File: src/rtl/cfq_pkg.sv
// ----------------------------------------------------------------------------
// cfq_pkg
// Shared types and constants for the circular FIFO queue: request and
// result payloads, command and status codes, the front-to-back op and control.
// ----------------------------------------------------------------------------
package cfq_pkg;

  localparam int MaxDepth = 16;
  localparam int IdxW     = $clog2(MaxDepth);
  localparam int CapW     = 5;
  localparam int CntW     = 5;
  localparam int DataW    = 32;
  localparam int CfgAddrW = 3;
  localparam int CfgDataW = 32;

  // Command codes of the request.
  localparam logic [1:0] CmdEnq  = 2'd0;
  localparam logic [1:0] CmdDeq  = 2'd1;
  localparam logic [1:0] CmdPeek = 2'd2;

  // Status codes of the result.
  localparam logic [1:0] StOk    = 2'd0;
  localparam logic [1:0] StFull  = 2'd1;
  localparam logic [1:0] StEmpty = 2'd2;

  // Register index of the capacity register.
  localparam logic RegCapacity = 1'b0;

  typedef enum logic [1:0] {
    OpNop,
    OpEnq,
    OpDeq,
    OpPeek
  } op_kind_e;

  typedef struct packed {
    logic [1:0]              command;
    logic signed [DataW-1:0] data_in;
  } in_t;

  typedef struct packed {
    logic signed [DataW-1:0] data_out;
    logic [1:0]              status;
    logic [CntW-1:0]         occupancy;
    logic                    full_flag;
    logic                    empty_flag;
  } out_t;

  typedef struct packed {
    op_kind_e                kind;
    logic signed [DataW-1:0] data;
  } op_t;

  // Control from the register block to the execution back end.
  typedef struct packed {
    logic            clr;
    logic [CapW-1:0] cap;
  } ctrl_t;

endpackage

File: src/rtl/cfq_front.sv
// ----------------------------------------------------------------------------
// cfq_front
// Accepts requests and classifies each command into an operation for the
// back end. Unknown command codes become a no-op.
// ----------------------------------------------------------------------------
module cfq_front (
  input  logic          in_valid_i,
  output logic          in_ready_o,
  input  cfq_pkg::in_t  in_data_i,
  output logic          op_valid_o,
  input  logic          op_ready_i,
  output cfq_pkg::op_t  op_o
);

  assign in_ready_o = op_ready_i;
  assign op_valid_o = in_valid_i;

  always_comb begin
    op_o.data = in_data_i.data_in;
    unique case (in_data_i.command)
      cfq_pkg::CmdEnq:  op_o.kind = cfq_pkg::OpEnq;
      cfq_pkg::CmdDeq:  op_o.kind = cfq_pkg::OpDeq;
      cfq_pkg::CmdPeek: op_o.kind = cfq_pkg::OpPeek;
      default:          op_o.kind = cfq_pkg::OpNop;
    endcase
  end

endmodule

File: src/rtl/cfq_op_queue.sv
// ----------------------------------------------------------------------------
// cfq_op_queue
// Two-entry queue of classified operations between the front and the back
// end, so that either side can stall without stopping the other.
// ----------------------------------------------------------------------------
module cfq_op_queue (
  input  logic          clk_i,
  input  logic          rst_ni,
  input  logic          push_valid_i,
  output logic          push_ready_o,
  input  cfq_pkg::op_t  push_op_i,
  output logic          pop_valid_o,
  input  logic          pop_ready_i,
  output cfq_pkg::op_t  pop_op_o
);

  cfq_pkg::op_t ent_q [2];
  logic         wr_ptr_q, wr_ptr_d;
  logic         rd_ptr_q, rd_ptr_d;
  logic [1:0]   cnt_q, cnt_d;
  logic         push, pop;

  assign push_ready_o = (cnt_q != 2'd2);
  assign pop_valid_o  = (cnt_q != 2'd0);
  assign pop_op_o     = ent_q[rd_ptr_q];

  assign push = push_valid_i && push_ready_o;
  assign pop  = pop_valid_o && pop_ready_i;

  always_comb begin
    wr_ptr_d = push ? ~wr_ptr_q : wr_ptr_q;
    rd_ptr_d = pop ? ~rd_ptr_q : rd_ptr_q;
    cnt_d    = cnt_q;
    if (push && !pop) begin
      cnt_d = cnt_q + 2'd1;
    end else if (pop && !push) begin
      cnt_d = cnt_q - 2'd1;
    end
  end

  always_ff @(posedge clk_i or negedge rst_ni) begin
    if (!rst_ni) begin
      wr_ptr_q <= 1'b0;
      rd_ptr_q <= 1'b0;
      cnt_q    <= 2'd0;
    end else begin
      wr_ptr_q <= wr_ptr_d;
      rd_ptr_q <= rd_ptr_d;
      cnt_q    <= cnt_d;
    end
  end

  always_ff @(posedge clk_i) begin
    if (push) begin
      ent_q[wr_ptr_q] <= push_op_i;
    end
  end

endmodule

File: src/rtl/cfq_back.sv
// ----------------------------------------------------------------------------
// cfq_back
// Executes one operation per cycle unless its result is held, against the
// slot store, head and tail indices and occupancy; holds the result register.
// ----------------------------------------------------------------------------
module cfq_back (
  input  logic           clk_i,
  input  logic           rst_ni,
  input  cfq_pkg::ctrl_t ctrl_i,
  input  logic           op_valid_i,
  output logic           op_ready_o,
  input  cfq_pkg::op_t   op_i,
  output logic           out_valid_o,
  input  logic           out_ready_i,
  output cfq_pkg::out_t  out_data_o
);

  logic signed [cfq_pkg::DataW-1:0] slot_q [cfq_pkg::MaxDepth];
  logic [cfq_pkg::IdxW-1:0]         head_q, head_d;
  logic [cfq_pkg::IdxW-1:0]         tail_q, tail_d;
  logic [cfq_pkg::CntW-1:0]         cnt_q, cnt_d;
  logic                             out_valid_q, out_valid_d;
  cfq_pkg::out_t                    out_q, out_d;
  logic                             fire;
  logic                             is_full, is_empty;
  logic                             wr_en;
  logic [cfq_pkg::CapW-1:0]         cap_m1;

  // Step an index by one, wrapping at the configured capacity.
  function automatic logic [cfq_pkg::IdxW-1:0] next_idx(
    input logic [cfq_pkg::IdxW-1:0] idx,
    input logic [cfq_pkg::CapW-1:0] cap
  );
    logic [cfq_pkg::CapW-1:0] n;
    n = cfq_pkg::CapW'(idx) + cfq_pkg::CapW'(1);
    if (n >= cap) begin
      n = '0;
    end
    return n[cfq_pkg::IdxW-1:0];
  endfunction

  assign fire        = op_valid_i && (!out_valid_q || out_ready_i);
  assign op_ready_o  = !out_valid_q || out_ready_i;
  assign out_valid_o = out_valid_q;
  assign out_data_o  = out_q;

  assign is_full  = (cnt_q >= ctrl_i.cap);
  assign is_empty = (cnt_q == '0);
  assign cap_m1   = ctrl_i.cap - cfq_pkg::CapW'(1);

  always_comb begin
    head_d          = head_q;
    tail_d          = tail_q;
    cnt_d           = cnt_q;
    wr_en           = 1'b0;
    out_d           = out_q;
    out_valid_d     = out_valid_q;
    if (out_ready_i) begin
      out_valid_d = 1'b0;
    end
    if (fire) begin
      out_valid_d     = 1'b1;
      out_d.data_out  = '0;
      out_d.status    = cfq_pkg::StOk;
      case (op_i.kind) inside
        cfq_pkg::OpEnq: begin
          if (is_full) begin
            out_d.status = cfq_pkg::StFull;
          end else begin
            tail_d = next_idx(tail_q, ctrl_i.cap);
            wr_en  = 1'b1;
            cnt_d  = cnt_q + cfq_pkg::CntW'(1);
          end
        end
        cfq_pkg::OpDeq, cfq_pkg::OpPeek: begin
          if (is_empty) begin
            out_d.status = cfq_pkg::StEmpty;
          end else begin
            out_d.data_out = slot_q[head_q];
            if (op_i.kind == cfq_pkg::OpDeq) begin
              head_d = next_idx(head_q, ctrl_i.cap);
              cnt_d  = cnt_q - cfq_pkg::CntW'(1);
            end
          end
        end
        default: begin
        end
      endcase
      out_d.occupancy  = cnt_d;
      out_d.full_flag  = (cnt_d == ctrl_i.cap);
      out_d.empty_flag = (cnt_d == '0);
    end
    // A capacity write empties the queue.
    if (ctrl_i.clr) begin
      head_d = '0;
      tail_d = cap_m1[cfq_pkg::IdxW-1:0];
      cnt_d  = '0;
    end
  end

  always_ff @(posedge clk_i or negedge rst_ni) begin
    if (!rst_ni) begin
      head_q      <= '0;
      tail_q      <= cfq_pkg::IdxW'(cfq_pkg::MaxDepth - 1);
      cnt_q       <= '0;
      out_valid_q <= 1'b0;
    end else begin
      head_q      <= head_d;
      tail_q      <= tail_d;
      cnt_q       <= cnt_d;
      out_valid_q <= out_valid_d;
    end
  end

  always_ff @(posedge clk_i) begin
    out_q <= out_d;
    if (wr_en) begin
      slot_q[tail_d] <= op_i.data;
    end
  end

`ifndef SYNTHESIS
  // The count clears only after the new capacity applies, so cycles with clr raised are skipped.
  a_cnt_bounded: assert property (@(posedge clk_i) disable iff (!rst_ni)
    !ctrl_i.clr |-> cnt_q <= ctrl_i.cap)
    else $error("occupancy exceeds configured capacity");

  a_enq_grows: assert property (@(posedge clk_i) disable iff (!rst_ni)
    fire && (op_i.kind == cfq_pkg::OpEnq) && !is_full && !ctrl_i.clr
    |=> cnt_q == $past(cnt_q) + cfq_pkg::CntW'(1))
    else $error("accepted enqueue did not grow occupancy");

  a_full_status: assert property (@(posedge clk_i) disable iff (!rst_ni)
    out_valid_q && (out_q.status == cfq_pkg::StFull) |-> out_q.full_flag)
    else $error("full rejection reported without full flag");

  a_empty_status: assert property (@(posedge clk_i) disable iff (!rst_ni)
    out_valid_q && (out_q.status == cfq_pkg::StEmpty)
    |-> out_q.empty_flag && (out_q.data_out == '0))
    else $error("empty rejection reported with data or without empty flag");
`endif

endmodule

File: src/rtl/circular_fifo_queue_top.sv
// An accepted request is held in the operation queue, then executed by the
// back end, which registers its result in the result register.
// Throughput: one request per cycle while results are taken; a held result
// stalls the back end. Each command runs against a flop-based slot store.
// Reset: head, occupancy and handshakes clear at once, capacity returns to
// 16 and the tail to the last slot; stored words are undefined until written.
// ----------------------------------------------------------------------------
// circular_fifo_queue_top
// Circular FIFO of signed 32-bit words with a programmable capacity, an
// APB-style register port, and valid/ready request and result channels.
// ----------------------------------------------------------------------------
module circular_fifo_queue_top (
  input  logic                           clk_i,
  input  logic                           rst_ni,
  input  logic                           psel,
  input  logic                           penable,
  input  logic                           pwrite,
  input  logic [cfq_pkg::CfgAddrW-1:0]   paddr,
  input  logic [cfq_pkg::CfgDataW-1:0]   pwdata,
  output logic [cfq_pkg::CfgDataW-1:0]   prdata,
  output logic                           pready,
  input  logic                           in_valid_i,
  output logic                           in_ready_o,
  input  cfq_pkg::in_t                   in_data_i,
  output logic                           out_valid_o,
  input  logic                           out_ready_i,
  output cfq_pkg::out_t                  out_data_o
);

  logic [cfq_pkg::CapW-1:0] cap_q, cap_d;
  logic                     clr_q, clr_d;
  logic                     cfg_wr;
  logic                     reg_sel;
  cfq_pkg::ctrl_t           ctrl;
  logic                     fq_valid, fq_ready;
  cfq_pkg::op_t             fq_op;
  logic                     qb_valid, qb_ready;
  cfq_pkg::op_t             qb_op;

  assign pready  = 1'b1;
  assign reg_sel = (paddr[2] == cfq_pkg::RegCapacity);
  assign cfg_wr  = psel && penable && pwrite && reg_sel;
  assign cap_d   = cfg_wr ? pwdata[cfq_pkg::CapW-1:0] : cap_q;
  assign clr_d   = cfg_wr;

  always_comb begin
    prdata = '0;
    if (reg_sel) begin
      prdata = cfq_pkg::CfgDataW'(cap_q);
    end
  end

  // Zero acts as one slot; anything beyond the built-in depth is clamped.
  always_comb begin
    ctrl.clr = clr_q;
    if (cap_q == '0) begin
      ctrl.cap = cfq_pkg::CapW'(1);
    end else if (cap_q > cfq_pkg::CapW'(cfq_pkg::MaxDepth)) begin
      ctrl.cap = cfq_pkg::CapW'(cfq_pkg::MaxDepth);
    end else begin
      ctrl.cap = cap_q;
    end
  end

  always_ff @(posedge clk_i or negedge rst_ni) begin
    if (!rst_ni) begin
      cap_q <= cfq_pkg::CapW'(cfq_pkg::MaxDepth);
      clr_q <= 1'b0;
    end else begin
      cap_q <= cap_d;
      clr_q <= clr_d;
    end
  end

  cfq_front u_front (
    .in_valid_i (in_valid_i),
    .in_ready_o (in_ready_o),
    .in_data_i  (in_data_i),
    .op_valid_o (fq_valid),
    .op_ready_i (fq_ready),
    .op_o       (fq_op)
  );

  cfq_op_queue u_queue (
    .clk_i        (clk_i),
    .rst_ni       (rst_ni),
    .push_valid_i (fq_valid),
    .push_ready_o (fq_ready),
    .push_op_i    (fq_op),
    .pop_valid_o  (qb_valid),
    .pop_ready_i  (qb_ready),
    .pop_op_o     (qb_op)
  );

  cfq_back u_back (
    .clk_i       (clk_i),
    .rst_ni      (rst_ni),
    .ctrl_i      (ctrl),
    .op_valid_i  (qb_valid),
    .op_ready_o  (qb_ready),
    .op_i        (qb_op),
    .out_valid_o (out_valid_o),
    .out_ready_i (out_ready_i),
    .out_data_o  (out_data_o)
  );

endmodule

File: config.mk
export PLATFORM = sky130hd
export DESIGN_NAME = circular_fifo_queue_top
export DESIGN_NICKNAME = d
export VERILOG_FILES = /design/src/rtl/cfq_pkg.sv /design/src/rtl/cfq_front.sv /design/src/rtl/cfq_op_queue.sv /design/src/rtl/cfq_back.sv /design/src/rtl/circular_fifo_queue_top.sv
export SDC_FILE = /design/constraint.sdc
export NUM_CORES = 1
export LEC_CHECK = 0
export BUFFER_PORTS_ARGS = -buffer_cell sky130_fd_sc_hd__buf_2
export CAP_MARGIN = 20
export CORE_UTILIZATION = 35
export DETAILED_ROUTE_END_ITERATION = 8
export PLACE_DENSITY = 0.54
export REMOVE_ABC_BUFFERS = 1
export SETUP_SLACK_MARGIN = 0.5
export SYNTH_ARGS = -nofsm -noshare
export SYNTH_HDL_FRONTEND = slang
export SYNTH_SLANG_ARGS = --single-unit
File: constraint.sdc
create_clock -name clk_i -period 16.6 [get_ports clk_i]
set_clock_uncertainty 0.1 [all_clocks]
set_input_delay 1.66 -clock clk_i [delete_from_list [all_inputs] [get_ports clk_i]]
set_output_delay 1.66 -clock clk_i [all_outputs]
set_load 0.01 [all_outputs]
=== After elaboration in Yosys (flattened, before gate mapping) ===
Memory sizes are Yosys's and may differ from the RTL's. A register that Yosys moved wholly into a read port is not among the register bits.
Cells that the tools add are included.

* Reductions and logical operators: 24
* Multiplexer cells: 39
* Bitwise operators: 4
* Magnitude comparators: 4
* $mul: 0
* Divide/modulo/power cells: 0
* Equal/unequal tests: 9
* Shifts and indexed selects: 0
* $add $sub $neg: 7

{| class="wikitable"
|+ Operators by type and width
! kind !! count
|-
| two-way mux 5 bit || 11
|-
| two-way mux 4 bit || 12
|-
| >= comparator 5 bit || 3
|-
| zero test 5 bit || 3
|-
| nonzero test 2 bit || 6
|-
| adder 4 x 1 -> 5 bit (second input constant) || 2
|-
| two-way mux 1 bit || 10
|-
| two-way mux 2 bit || 5
|-
| logical AND 1 bit || 7
|-
| == test 2 bit (second input constant) || 3
|-
| inequality test 2 bit (second input constant) || 3
|-
| one-hot mux 2 bit (3 select lines) || 1
|-
| adder 5 x 1 -> 5 bit (second input constant) || 1
|-
| == test 5 bit || 1
|-
| greater-than comparator 5 bit (second input constant) || 1
|-
| AND reduction 5 bit || 1
|-
| subtractor 5 x 1 -> 5 bit (second input constant) || 1
|-
| == test 2 x 1 -> 1 bit (second input constant) || 2
|-
| NOT 1 bit || 4
|-
| subtractor 4 x 1 -> 4 bit (second input constant) || 1
|-
| zero test 1 bit || 3
|-
| OR reduction 3 bit || 1
|-
| adder 2 x 1 -> 2 bit (second input constant) || 1
|-
| zero test 2 bit || 1
|-
| 3 further kinds || 3
|}

* ROM bits: 0
* Latch bits: 0
* Bits in registers: 33
* Memories kept: 2
* Output and inout bits: 76
* Bits of input ports: 76
* RAM bits: 580
* Word-level logic and storage cells: 102

{| class="wikitable"
|+ Memories
! name !! depth !! bits a word !! read ports !! clocked after memory_dff !! write ports !! line !! source
|-
| u_back.slot_q || 16 || 32 || 1 || 1 || 1 || cfq_back.sv:18 || <nowiki>logic signed [cfq_pkg::DataW-1:0] slot_q [cfq_pkg::MaxDepth];</nowiki>
|-
| u_queue.ent_q || 2 || 34 || 1 || 0 || 1 || cfq_op_queue.sv:17 || <nowiki>cfq_pkg::op_t ent_q [2];</nowiki>
|}

=== Longest topological paths before layout ===
* Depth in word-level cells: 11
* Mapped depth: 13
* Depth with buffers taken out: 12

=== Hierarchy ===
A second synthesis with hierarchy kept.

* Cells, all modules: 1,222
* Area, all modules: 25,947.4 µm²

{| class="wikitable"
|+ Modules (own cells, without submodules)
! module !! cells an instance !! sequential area each (µm²) !! area each (µm²) !! times used
|-
| cfq_back || 1,003 || 16,961.3 || 22,308.9 || 1
|-
| cfq_op_queue || 124 || 2,142.1 || 2,798.9 || 1
|-
| circular_fifo_queue_top || 55 || 151.4 || 529.3 || 1
|-
| cfq_front || 40 || 0.0 || 310.3 || 1
|}

=== Least setup slack after synthesis ===
Ideal clock, no wire load.

* Path type: input -> register
* Start point: input port out_ready_i
* End point: memory u_back.slot_q[1][0] in the netlist's numbering, enable pin
* Slack: 9.831 ns
* Library setup time: 0.502 ns
* Data arrival time: 6.167 ns
* Buffers on the path: 0
* Required time: 15.998 ns
* Cell stages on the path: 7
* Path through: nand2b_1 -> o21ai_1 -> or3_4 -> and2_4 -> o31ai_4 -> inv_4 -> nor4_1

* Elaborated cells between the ends (all ways): 7
* Classes of those cells: mux (5); reduce/logical (2)

{| class="wikitable"
|+ RTL lines
! item !! line !! source
|-
| start, declared || circular_fifo_queue_top.sv:26 || <nowiki>input logic out_ready_i,</nowiki>
|-
| logical OR 1 bit || cfq_back.sv:42 || <nowiki>assign fire = op_valid_i && (!out_valid_q || out_ready_i);</nowiki>
|-
| logical AND 1 bit || cfq_back.sv:42 ||
|-
| two-way mux 4 bit || cfq_back.sv:61 || <nowiki>if (fire) begin</nowiki>
|-
| two-way mux 4 bit || cfq_back.sv:94 || <nowiki>if (ctrl_i.clr) begin</nowiki>
|-
| named net u_back.tail_d, one bit || cfq_back.sv:20 || <nowiki>logic [cfq_pkg::IdxW-1:0] tail_q, tail_d;</nowiki>
|-
| end, declared || cfq_back.sv:18 ||
|}

The timed path passes the listed nets, and every way through them passes these cells.

=== Worst setup path in the final report ===
* Start point: register cap_q[4] in the netlist's numbering
* End point: memory u_back.slot_q[6][19] in the netlist's numbering, enable pin

* Longest elaborated chain between the ends: 9
* Elaborated cells between the ends (all ways): 17
* Classes of those cells: add/sub (1); order compare (3); mux (12); reduce/logical (1)

{| class="wikitable"
|+ RTL lines
! item !! line !! source
|-
| start, declared || circular_fifo_queue_top.sv:30 || <nowiki>logic [cfq_pkg::CapW-1:0] cap_q, cap_d;</nowiki>
|-
| start signal, assigned || circular_fifo_queue_top.sv:67 || <nowiki>cap_q <= cfq_pkg::CapW'(cfq_pkg::MaxDepth);</nowiki>
|-
| start signal, assigned || circular_fifo_queue_top.sv:70 || <nowiki>cap_q <= cap_d;</nowiki>
|-
| greater-than comparator 5 bit || circular_fifo_queue_top.sv:58 || <nowiki>end else if (cap_q > cfq_pkg::CapW'(cfq_pkg::MaxDepth)) begin</nowiki>
|-
| two-way mux 5 bit || circular_fifo_queue_top.sv:58 ||
|-
| two-way mux 5 bit * || circular_fifo_queue_top.sv:56 || <nowiki>if (cap_q == '0) begin</nowiki>
|-
| >= comparator 5 bit || cfq_back.sv:36 || <nowiki>if (n >= cap) begin</nowiki>
|-
| two-way mux 4 bit || cfq_back.sv:36 ||
|-
| two-way mux 4 bit || cfq_back.sv:67 || <nowiki>if (is_full) begin</nowiki>
|-
| two-way mux 4 bit || cfq_back.sv:65 || <nowiki>case (op_i.kind) inside</nowiki>
|-
| two-way mux 4 bit || cfq_back.sv:61 ||
|-
| two-way mux 4 bit * || cfq_back.sv:94 ||
|-
| named net u_back.tail_d, one bit || cfq_back.sv:20 ||
|}

Mark *: on every way through the listed nets, which the timed path passes. The rest lies on a longest branch.

==> out/qor.csv <==
stage;metric;value;unit
detailed_routing;metal2 WL;26700;um
pwr;VDD IR-drop max;75.2;uV
logic_synthesis;instance count of the mapped netlist;1175;
die;standard-cell rows;98;
detailed_routing;post-detailed-route count of antenna-violating nets;0;
cells_and_area;Core Util, Final;40.7;%
placed_design;HPWL after detailed placement;27800;um
logic_synthesis;library cell with the highest instance count after synthesis;sky130_fd_sc_hd__edfxtp_1;
logic_synthesis;leading post-synthesis cells by cell area;sky130_fd_sc_hd__edfxtp_1 74%, sky130_fd_sc_hd__mux4_2 14%, sky130_fd_sc_hd__dfrtp_1 1.9%;
die;area enclosed by the die boundary;73500;um^2
cells_and_area;Final Instance Area;29200;um^2
die;Initial Utilization;35.4;%
clock_tree;clk sink count;645;
grt;global-route usage over all layers;15.2;%
cells_and_area;n_diodes;0;
clock_tree;CTS H-Tree Depth;3;
cells_and_area;Layout Nets;1421;
logic_synthesis;number of synthesized flops with an enable pin;621;
detailed_routing;Total Wirelength;54900;um
setup_path;crit start category;flop;
detailed_routing;detailed-routing iteration count for the pre-antenna-repair pass;5;
logic_synthesis;number of synthesized register bits;645;
clock_tree;CTS tree;done;
sta;slew margin rel.;33.6;%
sta;sum of negative setup slack;0;ns
grt;maximum number of pins on one net before global-route repair;59;
placed_design;cell area reported after detailed placement;27000;um^2
sta;transition at the pin with the smallest max-transition slack;0.996;ns
sta;unrepaired setup endpoints after global routing;no;
logic_synthesis;Synth Flop Type;sky130_fd_sc_hd__edfxtp_1;
logic_synthesis;YS warnings;0;
logic_synthesis;sequential element share of the synthesized area;75.9;%
job;max-cap viol count;0;
clock_tree;number of buffers inserted during clock tree synthesis;70;
clock_tree;library cell used as clock root buffer;sky130_fd_sc_hd__clkbuf_16;
clock_tree;number of hold buffers added after CTS;0;
sta;final-report setup violation count;0;
setup_path;Crit. End Element;flop;
detailed_routing;ratio of routed vias to standard cells;5.04;
grt;number of global-route vias before repair;12300;
setup_path;largest fanout on the critical path;17;
detailed_routing;# DRC;0;
die;floorplan core area;71600;um^2
sta;time the final worst path needs with I/O delays and setup;4.89;ns
die;width of the die;271;um
clock_tree;post-cts sizing count;0;
worst_hold_path;classification of the worst-slack hold path;reg2reg;
clock_tree;buffers inserted by post-CTS timing repair;0;
sta;Slew Viols, Final;0;
sta;final period utilization;29.5;%
logic_synthesis;post-synthesis cell area;25400;um^2
detailed_routing;wire length the detailed router placed on met1;24900;um
cells_and_area;relative area change from synthesis to final layout;15.0;%
logic_synthesis;ranking of synthesized cells by instance count;621 x sky130_fd_sc_hd__edfxtp_1, 160 x sky130_fd_sc_hd__mux4_2, 38 x sky130_fd_sc_hd__nor2b_1;
logic_synthesis;Syn Area/Cell;21.6;um^2
logic_synthesis;area share of the leading cell type in the synthesized netlist;73.5;%
placed_design;IO Port Bufs;94;
detailed_routing;routed wirelength normalized by instance count;23.7;um
detailed_routing;number of DRC violations after detailed-routing iteration 0;922;
detailed_routing;total length of routed met3 wires;2270;um
clock_tree;clk slew on worst S/H paths;0.06;ns
die;io pins;152;
pwr;P per Cell Area;163;nW/um^2
logic_synthesis;leading area contributor after synthesis;sky130_fd_sc_hd__edfxtp_1;
setup_path;Crit path required time;16.77;ns
placed_design;weighted congestion at the end of routability-driven global placement;0.724;
pwr;leakage power;9.36;nW
setup_path;arrival time at the worst endpoint;5.06;ns
status;result of the run;finished, final reports clean;
clock_tree;Clock Latency Late Sink;0.62;ns
sta;timing-limited maximum frequency;204;MHz
die;Die Y-Extent;271;um
grt;total congestion overflow;0;
grt;wire length of the first global-routing pass;81200;um
grt;antenna violations before repair;1;
cells_and_area;share of post-route cells with drive strength above 1;32.9;%
clock_tree;clock buffer depth;3;
logic_synthesis;Netlist cell types;61;
logic_synthesis;async set-reset flop share out of synthesis;3.72;%
sta;final hold violation count;0;
detailed_routing;top routing layer used;met4;
detailed_routing;vias;11700;
setup_path;Crit Path Category;reg2reg;
-- kinds of logic (layout without fill, tap and decap cells) --
logic type / Yosys count / in the layout / share of synthesized area, %
DFF: 645 / 645 / 75.9
muxes: 195 / 195 / 15.8
and+or+nand+nor: 145 / 145 / 3.08
buffers and inverters: 97 / 268 / 1.98
AOI/OAI and AO/OA: 51 / 51 / 1.50
adders and majority gates: 23 / 23 / 1.13
xor gates and xnor gates: 17 / 17 / 0.587
other: 2 / 28 / 0.0296
-- registers in the layout, summed over array words and instances (netlist names) --
register / cells
u_back.head_q: 4
u_back.out_valid_o: 1
clr_q: 1
u_back.cnt_q: 5
cap_q: 5
u_back.out_data_o: 41
u_queue.rd_ptr_q: 1
u_queue.ent_q: 68
u_queue.wr_ptr_q: 1
u_back.tail_q: 4
u_queue.cnt_q: 2
u_back.slot_q: 512
-- cell usage in the layout, fill, tap and decap left out, types with 8 or more instances in the layout --
cell,Yosys,routed
sky130_fd_sc_hd__a21oi_1,9,9
sky130_fd_sc_hd__buf_2,12,94
sky130_fd_sc_hd__buf_4,28,33
sky130_fd_sc_hd__clkbuf_1,32,18
sky130_fd_sc_hd__clkbuf_16,0,71
sky130_fd_sc_hd__clkinv_1,1,17
sky130_fd_sc_hd__conb_1,2,28
sky130_fd_sc_hd__dfrtp_1,19,14
sky130_fd_sc_hd__edfxtp_1,621,621
sky130_fd_sc_hd__ha_1,23,23
sky130_fd_sc_hd__inv_1,16,15
sky130_fd_sc_hd__mux2_2,33,33
sky130_fd_sc_hd__mux4_2,160,160
sky130_fd_sc_hd__nand2_1,35,35
sky130_fd_sc_hd__nor2_1,18,17
sky130_fd_sc_hd__nor2b_1,38,38
sky130_fd_sc_hd__nor4_2,0,8
sky130_fd_sc_hd__o21ai_0,13,13
sky130_fd_sc_hd__xnor2_1,12,12
-- cell type report --
type | instances | area, um^2
Clock buffer | 91 | 1870
Clock inverter | 31 | 260
Fill cell | 6344 | 42400
Inverter | 19 | 73.8
Multi-Input combinational cell | 459 | 5790
Sequential cell | 645 | 19300
Tap cell | 950 | 1190
Timing Repair Buffer | 127 | 718
-- routing by layer --
metal	up-vias	global-route usage [%]
met2	276	24.6
met3	80	2.80
met1	6281	21.1
li1	5073	-
met4	0	4.02
met5	-	0
-- report_power, final --
| group | total, W | internal (W) | leakage [nW] | switching [W] |
|---|---|---|---|---|
| combinational | 0.00110 | 0.000442 | 2.41 | 0.000662 |
| clock | 0.00145 | 0.000831 | 1.03 | 0.000619 |
| sequential | 0.00221 | 0.00213 | 5.92 | 0.0000761 |
| total | 0.00476 | 0.00340 | 9.36 | 0.00136 |
-- stage by stage --
stage / worst slack [ns] / std cells / total power (W) / hold WS [ns]
global placement: 11.64 / 2200 / 0.00334 / 0.387
CTS: 11.62 / 2322 / 0.00484 / 0.414
global route: 11.30 / 2322 / 0.00499 / 0.456
finish: 11.71 / 2322 / 0.00476 / 0.403
detailed placement: 11.59 / 2200 / 0.00337 / 0.400
floorplan: 9.64 / 1123 / 0.00304 / 0.361
-- critical path: stages, from the launching register on --
cell	delay [ns]
sky130_fd_sc_hd__dfstp_2	0.55
sky130_fd_sc_hd__clkinv_1	0.19
sky130_fd_sc_hd__o21ai_0	0.36
sky130_fd_sc_hd__inv_1	0.20
sky130_fd_sc_hd__ha_1	0.32
sky130_fd_sc_hd__nor2b_1	0.19
sky130_fd_sc_hd__o221ai_2	0.24
sky130_fd_sc_hd__nor3_1	0.39
sky130_fd_sc_hd__nand3b_1	0.13
sky130_fd_sc_hd__a21o_1	0.17
sky130_fd_sc_hd__a22o_1	0.35
sky130_fd_sc_hd__inv_2	0.24
sky130_fd_sc_hd__and3_2	0.65
sky130_fd_sc_hd__buf_4	0.44
-- path summary, 6_finish.rpt --
path / to / slack (ns) / cells after the start / start
min in group asynchronous: u_queue.wr_ptr_q$_DFFE_PN0P_ / 0.97 / 1 / rst_ni
max in group asynchronous: u_back.head_q[0]$_DFFE_PN0P_ / 14.98 / 1 / rst_ni
min: u_back.out_valid_o$_DFFE_PN0P_ / 0.40 / 2 / u_back.out_valid_o$_DFFE_PN0P_
max reg2reg: u_back.slot_q[6][19]$_DFFE_PP_ / 11.71 / 13 / cap_q[4]$_DFFE_PN1P_
min reg2reg: u_back.out_valid_o$_DFFE_PN0P_ / 0.40 / 2 / u_back.out_valid_o$_DFFE_PN0P_
max: u_back.slot_q[6][19]$_DFFE_PP_ / 11.71 / 13 / cap_q[4]$_DFFE_PN1P_
Note: power is estimated with default switching activity, not from simulation.
